`src/sv/clis_pkg.sv`:
```
`default_nettype none

package clis_pkg;

	// Width of an input value and of a subsequence count.
	localparam int unsigned VALUE_W = 32;
	localparam int unsigned COUNT_W = 32;

	// Largest count; a sum that reaches it is held there and flagged.
	localparam logic [COUNT_W-1:0] COUNT_MAX = '1;

	// Per-cell control from the top level: where the cell sits relative to
	// the current fill level of the chain.
	typedef struct packed {
		logic occupied; // the cell holds an earlier element
		logic tail;     // the cell is the first free one and takes the word
	} cell_ctrl_t;

endpackage

`default_nettype wire

```
`src/sv/clis_cell.sv`:
```
`default_nettype none

module clis_cell #(
	parameter int unsigned LEN_W = 7
) (
	input  wire                              clk,
	input  wire                              arst_n,
	input  wire clis_pkg::cell_ctrl_t        ctrl,
	input  wire                              tok_in_vld,
	input  wire  [clis_pkg::VALUE_W-1:0]     tok_in_val,
	input  wire  [LEN_W-1:0]                 tok_in_len,
	input  wire  [clis_pkg::COUNT_W-1:0]     tok_in_cnt,
	input  wire                              tok_in_sat,
	output logic                             tok_out_vld,
	output logic [clis_pkg::VALUE_W-1:0]     tok_out_val,
	output logic [LEN_W-1:0]                 tok_out_len,
	output logic [clis_pkg::COUNT_W-1:0]     tok_out_cnt,
	output logic                             tok_out_sat
);

	logic [clis_pkg::VALUE_W-1:0] val_q;
	logic [LEN_W-1:0]             len_q;
	logic [clis_pkg::COUNT_W-1:0] cnt_q;

	logic [LEN_W-1:0]             cand;
	logic [clis_pkg::COUNT_W:0]   sum;
	logic                         smaller;
	logic [LEN_W-1:0]             nxt_len;
	logic [clis_pkg::COUNT_W-1:0] nxt_cnt;
	logic                         nxt_sat;

	// The passing word is updated only by an occupied cell whose element is
	// strictly smaller than the incoming one.
	always_comb begin
		cand    = len_q + LEN_W'(1);
		sum     = {1'b0, tok_in_cnt} + {1'b0, cnt_q};
		smaller = ctrl.occupied && ($signed(val_q) < $signed(tok_in_val));
		nxt_len = tok_in_len;
		nxt_cnt = tok_in_cnt;
		nxt_sat = tok_in_sat;
		if (smaller) begin
			if (cand == tok_in_len) begin
				if (sum[clis_pkg::COUNT_W]) begin
					nxt_cnt = clis_pkg::COUNT_MAX;
					nxt_sat = 1'b1;
				end else begin
					nxt_cnt = sum[clis_pkg::COUNT_W-1:0];
					if (sum[clis_pkg::COUNT_W-1:0] == clis_pkg::COUNT_MAX) begin
						nxt_sat = 1'b1;
					end
				end
			end else if (cand > tok_in_len) begin
				nxt_len = cand;
				nxt_cnt = cnt_q;
			end
		end
	end

	always_ff @(posedge clk or negedge arst_n) begin
		if (!arst_n) begin
			tok_out_vld <= 1'b0;
		end else begin
			tok_out_vld <= tok_in_vld;
		end
	end

	always_ff @(posedge clk) begin
		tok_out_val <= tok_in_val;
		tok_out_len <= nxt_len;
		tok_out_cnt <= nxt_cnt;
		tok_out_sat <= nxt_sat;
		// All earlier cells have been passed, so the word is final here.
		if (tok_in_vld && ctrl.tail) begin
			val_q <= tok_in_val;
			len_q <= tok_in_len;
			cnt_q <= tok_in_cnt;
		end
	end

endmodule

`default_nettype wire
```
`config.mk`:
```
export PLATFORM = sky130hd
export DESIGN_NAME = clis_cell
export DESIGN_NICKNAME = d
export VERILOG_FILES = /design/src/sv/clis_pkg.sv /design/src/sv/clis_cell.sv
export SDC_FILE = /design/constraint.sdc
export NUM_CORES = 1
export LEC_CHECK = 0
export BUFFER_PORTS_ARGS = -buffer_cell sky130_fd_sc_hd__buf_2
export CAP_MARGIN = 20
export CORE_MARGIN = 2
export CORE_UTILIZATION = 28
export CTS_CLUSTER_SIZE = 12
export DETAILED_ROUTE_END_ITERATION = 8
export HOLD_SLACK_MARGIN = 0.12
export PLACE_DENSITY = 0.48
export SKIP_LAST_GASP = 1
export SLEW_MARGIN = 30
export SYNTH_ARGS = -nofsm -noshare
export SYNTH_HDL_FRONTEND = slang
export SYNTH_SLANG_ARGS = --single-unit
```
`constraint.sdc`:
```
create_clock -name clk -period 4.5 [get_ports clk]
set_clock_uncertainty 0.05 [all_clocks]
set_input_delay 0.225 -clock clk [delete_from_list [all_inputs] [get_ports clk]]
set_output_delay 0.225 -clock clk [all_outputs]
set_load 0.02 [all_outputs]
```
==> impl_results.md <==
- Top cells by area, synth: edfxtp_1, dfxtp_1, ha_1, a21oi_1, o22ai_1
- Vias in the first global route: 5,757
- Placed wire-length estimate: 13.6 mm
- DIE HEIGHT: 161 um
- Max FO, Critical Path: 3
- Post-route ant nets: 0
- DR DRC count: 0
- Async set-reset flop share out of synthesis: 0.694%
- WP data arrival: 4250 ps
- Required time worst endpoint: 4800 ps
- Critical Path Source Type: input port
- Worst VDD drop: 0.178 mV
- Total power: 3.64 mW
- Wirelength, routed: 18.6 mm
- Maxcap violations: 0
- Internal reg-to-reg setup slack: 630 ps
- Area grow syn2layout: 35.2%
- Ys flop type: dfxtp_1
- Least-Margin Pin Slew: 609 ps
- Root Buffer: clkbuf_16
- R2r endpoint: tok_out_sat
- CTS H-Tree Depth: 4
- Final hold vios: 0
- Synth cell count leaders: a21oi_1, dfxtp_1, edfxtp_1, ha_1, inv_1
- FF-to-FF Start: cnt_q[0]
- Clock Path Buffers: 2
- GP Congestion: 0.838
- Top cell type by total area after synthesis: edfxtp_1
- I/O pins: 150
- Initial antenna violation count: 1
- Post-synth cell types: 58
- Detailed router's first-iteration violation count: 225
- Setup bufs post-CTS: 0
- PostCTS Resize Cnt: 0
- Clock transition at path regs: 60 ps
- EDFF count, synth: 71
- # clock sinks: 144
- Via Count: 5,638
- Syn avg cell area: 10.8 sq um
- Status: finished, final reports clean
- CP Class: input port to register
- Period Utilization, post-route: 87.8%
- Syn_nets: 788
- Post-layout util: 38.5%
- Syn. warnings: 0
- Hold Path Class: input port to register
- Reg2Reg Depth: 12
- Pre-CTS setup slack: 715 ps
- Die ar.: 0.0260 sq mm
- TritonCTS Buffers: 17
- Vias per cell: 4.68
- Area of the core: 0.0243 sq mm
- Share of cells above drive strength 1: 22.5%
- RSZ-0062 raised after global routing: no
- Max Transition Viols Final: 0
- First-pass GRT wire length: 29.9 mm
- Pwr Density: 388 mW/mm^2
- Cell count after synthesis: 639
- Remaining global-route overflow: 0
- Post-cts hold buffer count: 75
- CTS tree: built
- Final-stage net count: 1,016
- Routed wire length per instance: 15.4 um
- Yosys reg bits: 144
- Mapped Area: 0.00693 sq mm
- Setup crit end kind: register
- Worst Hold End: tok_out_sat
- Final setup fails: 0
- Min-delay src: ctrl[1]
- Port Buffer Count: 149
- Leak Pwr: 4.02 nW
- Clock latency on the worst-skew pair: 420 ps
- All-Layer GR Usage: 14.5%
- Fmax: 253 MHz
- Cell Rows: 57
- Largest net degree at the start of global routing: 40
- Fin crit period: 3950 ps
- Hold Path Stages: 5
- Top-count cell post-synth: a21oi_1
- Slew headroom: 58.9%
- Top-area cell type share of the netlist area: 30.8%
- Post-synthesis sequential area ratio: 51.9%
- Die W: 161 um
- Initial DRT Pass Iterations: 6
- Setup TNS: 0 ps
- PnR worst setup slack: 550 ps
- Initial core utilization: 28.5%
-- worst max path at each step --
| stage | start | to | slack, ps | depth (start not counted) |
|---|---|---|---|---|
| after floorplan | cnt_q[0] | tok_out_sat | 1060 | 12 |
| after global placement | cnt_q[0] | tok_out_sat | 770 | 12 |
| after detailed placement | cnt_q[0] | tok_out_sat | 720 | 12 |
| after CTS | tok_in_cnt[0] | tok_out_sat | 620 | 14 |
| after global routing | tok_in_cnt[0] | tok_out_sat | 370 | 14 |
| final | tok_in_cnt[0] | tok_out_sat | 550 | 14 |
-- cells in the final DEF, fill, tap and decap left out, types with 5 or more instances in the layout --
cell and n:
buf_2 149, dlygate4sd3_1 75, a21oi_1 74, dfxtp_1 72
ha_1 71, edfxtp_1 71, inv_1 44, nand2_1 39
o22ai_1 32, nor2_1 26, o21ai_0 21, xor2_1 20
nand4_1 17, clkbuf_16 17, xnor2_1 16, a21o_1 13
nand3_1 12, nor3_1 9, a31oi_1 8, o21a_1 7
a211oi_1 6, buf_4 5
-- registers in the layout, indices dropped and copies added (netlist names) --
register and count:
tok_out_vld 1, len_q 7, cnt_q 32, tok_out_cnt 32, tok_out_val 32, val_q 32, tok_out_sat 1, tok_out_len 7
-- worst max-delay path, cell delays in order --
cell and delay, ps:
dlygate4sd3_1 530, buf_2 140, ha_1 240, fa_1 450
a211oi_1 360, o211ai_1 160, a31oi_1 430, o21bai_2 150
xnor2_1 150, or4_1 510, or4_1 520, nor4_2 160
nand4b_1 130, o21ai_1 120
-- cell type report --
class,count,area (sq um)
inverter,44,165
fill,2460,14900
multi-input combinational,430,3070
tap,324,405
sequential,144,3600
timing repair buffer,230,1550
antenna,1,2.50
clock inverter,15,148
clock buffer,17,425
-- power by group --
group	switching, mW	total [mW]	internal, mW
registers	0.0351	1.51	1.48
logic	0.437	0.734	0.296
clock network	0.615	1.39	0.778
total	1.09	3.64	2.55
-- kinds of logic after synthesis --
| kind of cell | synth area share, % |
|---|---|
| buffers and inverters | 3.81 |
| xor gates and xnor gates | 4.55 |
| and+or+nand+nor | 9.66 |
| DFF | 51.9 |
| adders and majority gates | 13.1 |
| AOI/OAI and AO/OA | 16.6 |
| muxes | 0.307 |
-- per-stage QoR --
stage / cell area, sq um / cells / hold WS [ps]
2_1_floorplan: 6930 / 639 / -121
3_3_place_gp: 8020 / 1096 / -50.3
3_5_place_dp: 8040 / 1097 / -49.6
4_1_cts: 9370 / 1204 / 213
5_1_grt: 9370 / 1205 / 247
6_report: 9370 / 1205 / 225
-- routing by layer --
layer / wire length, um / track usage (%) / part of all wire [%] / vias to the layer above
met4: 158 / 4.26 / 0.85 / 0
li1: - / - / - / 2841
met1: 9210 / 19.4 / 50 / 2644
met2: 8540 / 23.9 / 46 / 142
met3: 661 / 2.54 / 3.6 / 11
met5: 0 / 0 / 0 / -
Note: power is estimated with default switching activity, not from simulation.
